## src/rtl/hfcp_pkg.sv

```systemverilog
// ----------------------------------------------------------------------------
// hfcp_pkg
// shared types and codes of the hole-fill compaction planner
// ----------------------------------------------------------------------------
`default_nettype none

package hfcp_pkg;

  localparam int SLOT_W = 12;  // slot index width
  localparam int CNT_W  = 13;  // count width
  localparam int FP_W   = 14;  // fill pointer, two's complement

  // request codes
  localparam logic [1:0] ACT_SET   = 2'd0;
  localparam logic [1:0] ACT_START = 2'd1;
  localparam logic [1:0] ACT_HOLE  = 2'd2;

  // result codes
  localparam logic [1:0] ST_ACK    = 2'd0;
  localparam logic [1:0] ST_MOVE   = 2'd1;
  localparam logic [1:0] ST_NOMOVE = 2'd2;
  localparam logic [1:0] ST_UNDER  = 2'd3;

  typedef enum logic [2:0] {
    S_CLEAR,
    S_IDLE,
    S_START_LIVE,
    S_START_FP,
    S_HOLE_CMP,
    S_WALK
  } hfcp_state_t;

  // result of the shared subtract unit
  typedef struct packed {
    logic            borrow;
    logic [FP_W-1:0] diff;
  } hfcp_sub_res_t;

endpackage

`default_nettype wire

```

## src/rtl/hfcp_sub_unit.sv

```systemverilog
// ----------------------------------------------------------------------------
// hfcp_sub_unit
// shared subtract and compare unit: a - b with borrow out
// ----------------------------------------------------------------------------
`default_nettype none

module hfcp_sub_unit (
  input  wire logic [hfcp_pkg::FP_W-1:0] a,
  input  wire logic [hfcp_pkg::FP_W-1:0] b,
  output hfcp_pkg::hfcp_sub_res_t        res
);

  logic [hfcp_pkg::FP_W:0] full;

  assign full       = {1'b0, a} - {1'b0, b};
  assign res.borrow = full[hfcp_pkg::FP_W];
  assign res.diff   = full[hfcp_pkg::FP_W-1:0];

endmodule

`default_nettype wire

```

## config.mk

```make
export PLATFORM = sky130hd
export DESIGN_NAME = hfcp_sub_unit
export DESIGN_NICKNAME = d
export VERILOG_FILES = /design/src/rtl/hfcp_pkg.sv /design/src/rtl/hfcp_sub_unit.sv
export SDC_FILE = /design/constraint.sdc
export NUM_CORES = 1
export LEC_CHECK = 0
export BUFFER_PORTS_ARGS = -buffer_cell sky130_fd_sc_hd__buf_4
export CAP_MARGIN = 10
export CORE_MARGIN = 5
export CORE_UTILIZATION = 43
export DETAILED_ROUTE_END_ITERATION = 10
export GPL_TIMING_DRIVEN = 1
export PLACE_DENSITY_LB_ADDON = 0.08
export SYNTH_ARGS = -nofsm -noshare
export SYNTH_HDL_FRONTEND = slang
export SYNTH_SLANG_ARGS = --single-unit
```

## constraint.sdc

```tcl
create_clock -name vclk -period 2
set_input_delay 0.4 -clock vclk [all_inputs]
set_output_delay 0.4 -clock vclk [all_outputs]
set_load 0.01 [all_outputs]
```

==> flow_summary.json, run 1 <==
{
  "outcome": "aborted with a tool error",
  "failing_step": "4_1_cts",
  "firstError": "[ERROR DPL-0033] detailed placement checks failed during check placement.",
  "synthCells": 108,
  "cts_setup_buffers": 3,
  "port_buffers": 43,
  "hold_buffers": 0,
  "ys_seq_area_share_pct": 0,
  "row_count": 15,
  "post-dp-hpwl_microns": 2520,
  "place_congestion": 0.778,
  "synth_nets": 151,
  "yosysUniqueCellTypes": 41,
  "pin_count": 43,
  "synth_area_sq_um": 763,
  "post_synth.cell_area_avg_sq_um": 7.07,
  "yosys_warnings": 0,
  "cts_resized": 39,
  "initial_core_util_pct": 44.7,
  "die_w_microns": 52.1,
  "fp.dieH_microns": 52.1
}
[synthesized netlist by cell type (2+ instances only)]
| library cell | count | area, sq um |
|---|---|---|
| a21oi_2 | 2 | 17.5 |
| nand2b_1 | 2 | 12.5 |
| inv_1 | 20 | 75.1 |
| nor2b_1 | 2 | 12.5 |
| xnor2_1 | 4 | 35.0 |
| a21oi_1 | 3 | 15.0 |
| nand3_1 | 3 | 15.0 |
| a21o_1 | 2 | 15.0 |
| and3_1 | 2 | 12.5 |
| xor2_1 | 3 | 26.3 |
| a31oi_1 | 3 | 18.8 |
| o21a_1 | 3 | 22.5 |
| nor2_1 | 7 | 26.3 |
| nor3_1 | 4 | 20.0 |
| nand2_1 | 8 | 30.0 |
| ha_1 | 14 | 175 |
| a211o_1 | 2 | 17.5 |
[logic make-up after synthesis]
group | count (synthesis) | synth area share, %
AND/OR/NAND/NOR | 36 | 25.7
AO/OA/AOI/OAI | 29 | 29.5
buffers and inverters | 20 | 9.84
adder cells (fa/ha/maj) | 15 | 25.6
XOR/XNOR | 7 | 8.03
multiplexers | 1 | 1.31
[per-stage QoR]
step	worst slack, ns	util [%]	instance area [sq um]	instances	hold WS [ns]
after global placement	-0.397	87.3	1490	207	1.16
after floorplan	-0.128	-	905	108	0.949
after detailed placement	-0.452	87.3	1490	207	1.17
==> run 2: changes to the inputs <==
CORE_AREA = 5 5 66 68   (was unset)
CORE_MARGIN = unset   (was 5)
CORE_UTILIZATION = unset   (was 43)
DIE_AREA = 0 0 71 73   (was unset)
PLACE_DENSITY_LB_ADDON = 0.15   (was 0.08)
clock period = 2.6 ns   (was 2 ns; I/O delays follow)
==> run 2 against run 1 <==
Effect of this change: the run now ends clean; synthesized cell count is the same; area after synthesis stayed put.
==> flow_summary.json, run 2 <==
{
  "arrival_ns": 2.06,
  "p_comb_share_pct": 100.0,
  "grt_pass1_vias": 950,
  "power_frac_seq_pct": 0,
  "antenna_found_initial": 0,
  "fmax_mhz": 388,
  "grt_use_met1_pct": 11.0,
  "grt.total_usage_pct": 8.98,
  "setup_viol_count_final": 0,
  "critical_path.top_delay_family": "buffers and inverters",
  "nFlopsAndLatches": 0,
  "synthToLayoutAreaGrowth_pct": 94.8,
  "min_period_over_period_pct": 99.2,
  "yosysUniqueCellTypes": 41,
  "cpPeakStageDelay_ns": 0.25,
  "worstPathRequired_ns": 2.08,
  "outcome": "complete, no violations",
  "rsz0062_at_grt": "yes",
  "cap_violations": 0,
  "p_per_area_nw_per_um2": 273,
  "synthTopCellsByArea": "ha_1 (23%), inv_1 (9.8%), xnor2_1 (4.6%), nand2_1 (3.9%), nor2_1 (3.4%)",
  "yosys_warnings": 0,
  "finalCriticalPeriod_ns": 2.58,
  "crit_chain": "buf_4, ha_4, nor2b_2, buf_4, buf_4, buf_4, buf_4, o21a_1, nor2_1, xnor2_1, buf_4",
  "synthTopCellsByCount": "inv_1 (20), ha_1 (14), nand2_1 (8)",
  "slew_headroom_pct": 82.7,
  "hold_buffers": 0,
  "row_count": 23,
  "p_clk_share_pct": 0,
  "synthCells": 108,
  "slew_violations": 0,
  "place_congestion": 0.776,
  "leakagePower_nw": 0.731,
  "holdPathEnd": "res[0]",
  "fin_hold_ws_ns": 1.39,
  "grt_max_degree": 8,
  "core_area_sq_um": 3800,
  "grt-ovfl-total": 0,
  "synth_most_common_cell": "inv_1",
  "fp.dieH_microns": 73,
  "num-fill-cells": 418,
  "totalWireLength_microns": 2530,
  "fin_cells": 220,
  "avgViaCountPerCell": 4.44,
  "firstDrtPassIters": 2,
  "path_buf_inv": 6,
  "ys_seq_area_share_pct": 0,
  "crit_type": "in -> out",
  "port_buffers": 43,
  "use_met3_pct": 0.551,
  "die_w_microns": 71,
  "multi_input_area_sq_um": 870,
  "synth_area_sq_um": 763,
  "p_total_w": 0.000405,
  "post-dp-hpwl_microns": 2080,
  "vias": 976,
  "layout-drive-gt1-share_pct": 54.1,
  "placed_area_sq_um": 1250,
  "busiest_layer": "met2",
  "crit_slowest_cell": "ha_4",
  "die-area_sq_um": 5180,
  "layout_common_cells": "buf_4 (59), inv_1 (16), nand2_1 (8)",
  "finalNetCount": 215,
  "hold-path-cell-count": 4,
  "worstHoldPathType": "in -> out",
  "pin_count": 43,
  "final_util_pct": 39.1,
  "yosysTopAreaCell": "ha_1",
  "initial_core_util_pct": 20.1,
  "switching_share_pct": 45.1,
  "finish.instance_area_sq_um": 1490,
  "final_common_cell": "buf_4",
  "seqCellArea_sq_um": 0,
  "ant_nets": 0,
  "place_inst": 214,
  "end_kind": "output port",
  "dr.first_iter.drc_count": 6,
  "route.detailed.drc": 0,
  "synth_nets": 151,
  "worstMarginPinSlew_ns": 0.255,
  "diodes": 0,
  "path_max_fanout": 3,
  "vdd_drop_max_mv": 0.0957,
  "avgRoutedWirePerCell_microns": 11.5,
  "crit_top_cell": "buf_4",
  "finalHoldViolations": 0,
  "post_synth.cell_area_avg_sq_um": 7.07,
  "critPathLaunchType": "primary input",
  "nClkBuffers": 0,
  "p_int_w": 0.000222,
  "cp_num_cells": 11,
  "synth_top_area_share_pct": 23.0,
  "min_from": "b[0]",
  "grt_pass1_wl_microns": 4000,
  "power.switching_w": 0.000183,
  "grtUsageMet2_pct": 18.1
}
-- run 2: cell counts after synthesis --
No cell type changed its count.
-- run 2: cells by family after synthesis --
group,synth area share (%)
AND/OR/NAND/NOR,25.7
adder cells (fa/ha/maj),25.6
XOR/XNOR,8.03
multiplexers,1.31
AO/OA/AOI/OAI,29.5
buffers and inverters,9.84
-- run 2: tightest hold or removal path, delay by kind of cell --
family	cells	cell delay, ns
fa+ha+maj	1	0.11
buf+inv	3	0.23
-- run 2: metal layers --
metal  wire (microns)  vias up
li1                 -      512
met1             1050      437
met2             1370       27
met5                0        -
met4                0        0
met3              106        0
-- run 2: worst max path at each step --
stage                     endpoint  from  slack [ns]
after floorplan            res[12]  a[0]        0.12
after global placement     res[12]  a[0]       -0.10
after detailed placement   res[10]  a[0]       -0.14
after CTS                  res[12]  b[0]      0.0002
after global routing       res[12]  a[0]       -0.08
final                       res[4]  a[2]        0.02
-- run 2: per-stage QoR --
stage	setup slack, ns	TNS, ns
after floorplan	0.119	0
after global placement	-0.104	-0.633
after detailed placement	-0.137	-0.750
after CTS	0.000226	0
after global routing	-0.0840	-0.229
final	0.0196	0
-- run 2: what timing repair did --
| item | in CTS | in global routing |
|---|---|---|
| resized for setup | 14 | 20 |
| setup buffers | 2 | 5 |
| setup endpoints to repair | 8 | 7 |
| pin swaps | 6 | 17 |
-- run 2: power by group through the flow --
stage	Clock, W	Sequential, W	Combinational [W]
2_1_floorplan	0	0	0.000184
3_3_place_gp	0	0	0.000339
3_5_place_dp	0	0	0.000343
4_1_cts	0	0	0.000368
5_1_grt	0	0	0.000445
6_report	0	0	0.000405
-- run 2: final cells by class --
type,count,area share (%)
tap,50,4.21
inverter,20,5.22
timing repair buffer,62,32.1
multi-input combinational,88,58.5
Power figures use the tool's default switching activity.
==> run 3: changes to the inputs <==
CAP_MARGIN = 30   (was 10)
MAX_ROUTING_LAYER = met4   (was unset)
==> run 3 against run 2 <==
Effect of this change: sequential share of layout area unchanged; core utilization is the same; design area unchanged; global-route usage is 0.26 points higher; largest cell class unchanged; highest routed layer unchanged.
==> flow_summary.json, run 3 (synthesis gave the netlist of run 2 again) <==
{
  "outcome": "complete, no violations",
  "totalWireLength_microns": 2530,
  "crit_slowest_cell": "ha_4",
  "p_per_area_nw_per_um2": 273,
  "core_area_sq_um": 3800,
  "pin_count": 43,
  "nFlopsAndLatches": 0,
  "cpPeakStageDelay_ns": 0.25,
  "slew_violations": 0,
  "place_congestion": 0.786,
  "dr.first_iter.drc_count": 5,
  "avgRoutedWirePerCell_microns": 11.5,
  "grt_pass1_vias": 950,
  "final_util_pct": 39.1,
  "critical_path.top_delay_family": "buffers and inverters",
  "grt_max_degree": 8,
  "finalCriticalPeriod_ns": 2.58,
  "antenna_found_initial": 0,
  "synthToLayoutAreaGrowth_pct": 94.8,
  "path_buf_inv": 6,
  "worstPathRequired_ns": 2.08,
  "end_kind": "output port",
  "die_w_microns": 71,
  "crit_type": "in -> out",
  "layout-drive-gt1-share_pct": 54.1,
  "diodes": 0,
  "worstHoldPathType": "in -> out",
  "final_common_cell": "buf_4",
  "setup_viol_count_final": 0,
  "hold_buffers": 0,
  "slew_headroom_pct": 82.7,
  "cap_violations": 0,
  "ant_nets": 0,
  "layout_common_cells": "buf_4 (59), inv_1 (16), nand2_1 (8)",
  "fp.dieH_microns": 73,
  "avgViaCountPerCell": 4.45,
  "worstMarginPinSlew_ns": 0.255,
  "fmax_mhz": 387,
  "seqCellArea_sq_um": 0,
  "arrival_ns": 2.06,
  "crit_chain": "buf_4, ha_4, nor2b_2, buf_4, buf_4, buf_4, buf_4, o21a_1, nor2_1, xnor2_1, buf_4",
  "min_period_over_period_pct": 99.3,
  "vias": 978,
  "die-area_sq_um": 5180,
  "num-fill-cells": 418,
  "route.detailed.drc": 0,
  "vdd_drop_max_mv": 0.0961,
  "post-dp-hpwl_microns": 2080,
  "grt_pass1_wl_microns": 4000,
  "firstDrtPassIters": 2,
  "fin_hold_ws_ns": 1.39,
  "grt.total_usage_pct": 9.24,
  "grt-ovfl-total": 0,
  "path_max_fanout": 3,
  "leakagePower_nw": 0.731,
  "port_buffers": 43,
  "row_count": 23,
  "crit_top_cell": "buf_4",
  "finalHoldViolations": 0,
  "initial_core_util_pct": 20.1,
  "finalNetCount": 215,
  "nClkBuffers": 0,
  "rsz0062_at_grt": "yes",
  "critPathLaunchType": "primary input",
  "multi_input_area_sq_um": 870
}
-- run 3: worst paths after layout --
kind	startpoint	slack (ns)	depth (start not counted)	endpoint
setup / recovery	a[2]	0.02	11	res[4]
hold / removal	b[0]	1.39	4	res[0]
-- run 3: metrics by stage --
| stage | total power [W] | cell area (sq um) | std cells | TNS (ns) | setup WS [ns] |
|---|---|---|---|---|---|
| 6_report | 0.000405 | 1490 | 220 | 0 | 0.0192 |
| 5_1_grt | 0.000445 | 1490 | 220 | -0.229 | -0.0840 |
| 4_1_cts | 0.000368 | 1330 | 216 | 0 | 0.000226 |
| 3_5_place_dp | 0.000343 | 1250 | 214 | -0.750 | -0.137 |
| 3_3_place_gp | 0.000339 | 1250 | 214 | -0.633 | -0.104 |
| 2_1_floorplan | 0.000184 | 763 | 108 | 0 | 0.119 |
-- run 3: repair_timing --
| action | CTS | global route |
|---|---|---|
| endpoints found under the setup margin | 8 | 7 |
| resized for setup | 14 | 20 |
| hold endpoints to repair | 0 | 0 |
| pin swaps | 6 | 17 |
| gates cloned | 0 | 0 |
| buffers inserted | 2 | 5 |
-- run 3: routing by layer --
metal / vias to the layer above / GRT usage, % / part of all wire, %
li1: 512 / - / -
met1: 439 / 11.1 / 42
met2: 27 / 18.1 / 54
met3: 0 / 0.275 / 3.6
met4: 0 / 0 / 0
met5: - / - / 0
-- run 3: power by group --
part	switching, W	total (W)	leakage (nW)	internal, W
clock network	0	0	0	0
logic	0.000183	0.000405	0.731	0.000222
registers	0	0	0	0
-- run 3: final cells by class --
cell class	count	area share [%]
well taps	50	4.21
repair buffers	62	32.1
multi-input cells	88	58.5
inverters	20	5.22
==> run 4: changes to the inputs <==
SETUP_SLACK_MARGIN = 0.02   (was unset)
clock period = 2.2 ns   (was 2.6 ns; I/O delays follow)
==> run 4 against run 3 <==
Effect of this change: the run now ends with setup timing left; wire length grew 11%; worst hold slack got worse by 0.17 ns; sequential share of layout area unchanged; critical path depth shrank 1; cell count is 4.5% higher; count of clock-buffer cells in the layout unchanged; global-route usage up 2.0 points; design area grew 15%; via count is 6.5% higher; critical path type unchanged; highest routed layer unchanged.
==> flow_summary.json, run 4 (synthesis gave the netlist of run 2 again) <==
{
  "vdd_drop_max_mv": 0.124,
  "seqCellArea_sq_um": 0,
  "cp-startpoint": "a[0]",
  "grt_pass1_wl_microns": 4950,
  "place_inst": 226,
  "grt.total_usage_pct": 11.3,
  "core_area_sq_um": 3800,
  "place_congestion": 0.754,
  "crit_type": "in -> out",
  "nClkBuffers": 0,
  "grt_pass1_vias": 1082,
  "diodes": 0,
  "fp.dieH_microns": 73,
  "synthToLayoutAreaGrowth_pct": 124,
  "totalWireLength_microns": 2820,
  "ant_nets": 0,
  "arrival_ns": 1.92,
  "row_count": 23,
  "pin_count": 43,
  "dr.first_iter.drc_count": 34,
  "rsz0062_at_grt": "yes",
  "p_clk_share_pct": 0,
  "violations": "setup timing",
  "grt_max_degree": 8,
  "nFlopsAndLatches": 0,
  "min_from": "b[0]",
  "fin_cells": 230,
  "fmax_mhz": 423,
  "end_kind": "output port",
  "finalHoldViolations": 0,
  "setup_viol_count_final": 9,
  "switching_share_pct": 44.1,
  "leakagePower_nw": 0.808,
  "slew_violations": 0,
  "slew_headroom_pct": 80.9,
  "finalNetCount": 225,
  "path_max_fanout": 3,
  "grt-ovfl-total": 0,
  "hold_buffers": 0,
  "p_int_w": 0.000309,
  "worstHoldPathType": "in -> out",
  "outcome": "complete, but fails checks",
  "multi_input_area_sq_um": 973,
  "critPathLaunchType": "primary input",
  "vias": 1042,
  "die-area_sq_um": 5180,
  "layout_common_cells": "buf_4 (63), inv_1 (12), ha_4 (9)",
  "p_per_area_nw_per_um2": 324,
  "power_frac_seq_pct": 0,
  "die_w_microns": 71,
  "p_comb_share_pct": 100.0,
  "hold-path-cell-count": 4,
  "cap_violations": 0,
  "route.detailed.drc": 0,
  "setup_ws_ns": -0.163,
  "avgRoutedWirePerCell_microns": 12.2,
  "final_util_pct": 44.9,
  "worstPathRequired_ns": 1.76,
  "holdPathEnd": "res[0]",
  "tns_ns": -1.04,
  "num-fill-cells": 396,
  "firstDrtPassIters": 4,
  "finalCriticalPeriod_ns": 2.36,
  "worstMarginPinSlew_ns": 0.287,
  "post-dp-hpwl_microns": 2230,
  "avgViaCountPerCell": 4.53,
  "layout-drive-gt1-share_pct": 65.0,
  "port_buffers": 43,
  "initial_core_util_pct": 20.1,
  "final_common_cell": "buf_4",
  "antenna_found_initial": 0,
  "power.switching_w": 0.000244,
  "min_period_over_period_pct": 107
}
[run 4: cell count changes in the layout (fill, tap and decap cells not counted), moves of 3 or more]
cell / delta
buf_6: +5
buf_4: +4
ha_1: -4
inv_1: -4
inv_4: +3
[run 4: worst max path at each step]
| stage | endpoint | slack, ns | depth (start not counted) |
|---|---|---|---|
| final | res[10] | -0.16 | 10 |
| after global routing | res[10] | -0.25 | 10 |
| after CTS | res[10] | -0.19 | 10 |
| after detailed placement | res[10] | -0.35 | 10 |
| after global placement | res[7] | -0.33 | 8 |
| after floorplan | res[12] | -0.008 | 8 |
[run 4: repair_timing]
action / 4_1_cts / 5_1_grt
pin swaps: 24 / 8
gates resized for setup: 44 / 13
buffers inserted: 3 / 1
gates cloned: 0 / 0
setup endpoints to repair: 11 / 11
[run 4: critical path: stages]
cell	delay, ns
buf_8	0.08
inv_8	0.03
ha_4	0.14
fa_2	0.34
nor2b_2	0.14
o2111a_2	0.23
nor3_2	0.06
nor2b_2	0.17
xnor2_1	0.15
buf_4	0.15
[run 4: cell type report]
| cell class | instances | area share, % |
|---|---|---|
| repair buffers | 72 | 33.9 |
| well taps | 50 | 3.67 |
| inverters | 20 | 5.43 |
| multi-input cells | 88 | 57.0 |
[run 4: routing by layer]
metal | vias to the layer above | track usage (%) | wire [microns]
li1 | 533 | - | -
met1 | 482 | 14.6 | 1210
met2 | 27 | 20.2 | 1480
met3 | 0 | 1.10 | 132
met4 | 0 | 0 | 0
met5 | - | - | 0
[run 4: power groups by stage]
stage          registers [W]  logic (W)  clock network, W
6_report                   0   0.000552                 0
5_1_grt                    0   0.000604                 0
4_1_cts                    0   0.000533                 0
3_5_place_dp               0   0.000443                 0
3_3_place_gp               0   0.000440                 0
2_1_floorplan              0   0.000228                 0
[run 4: through the flow]
stage / hold WS (ns) / setup WS (ns) / cell area, sq um / power, W
floorplan: 1.03 / -0.00841 / 811 / 0.000228
global placement: 1.24 / -0.330 / 1380 / 0.000440
detailed placement: 1.25 / -0.349 / 1380 / 0.000443
CTS: 1.22 / -0.186 / 1650 / 0.000533
global route: 1.24 / -0.251 / 1710 / 0.000604
finish: 1.22 / -0.163 / 1710 / 0.000552
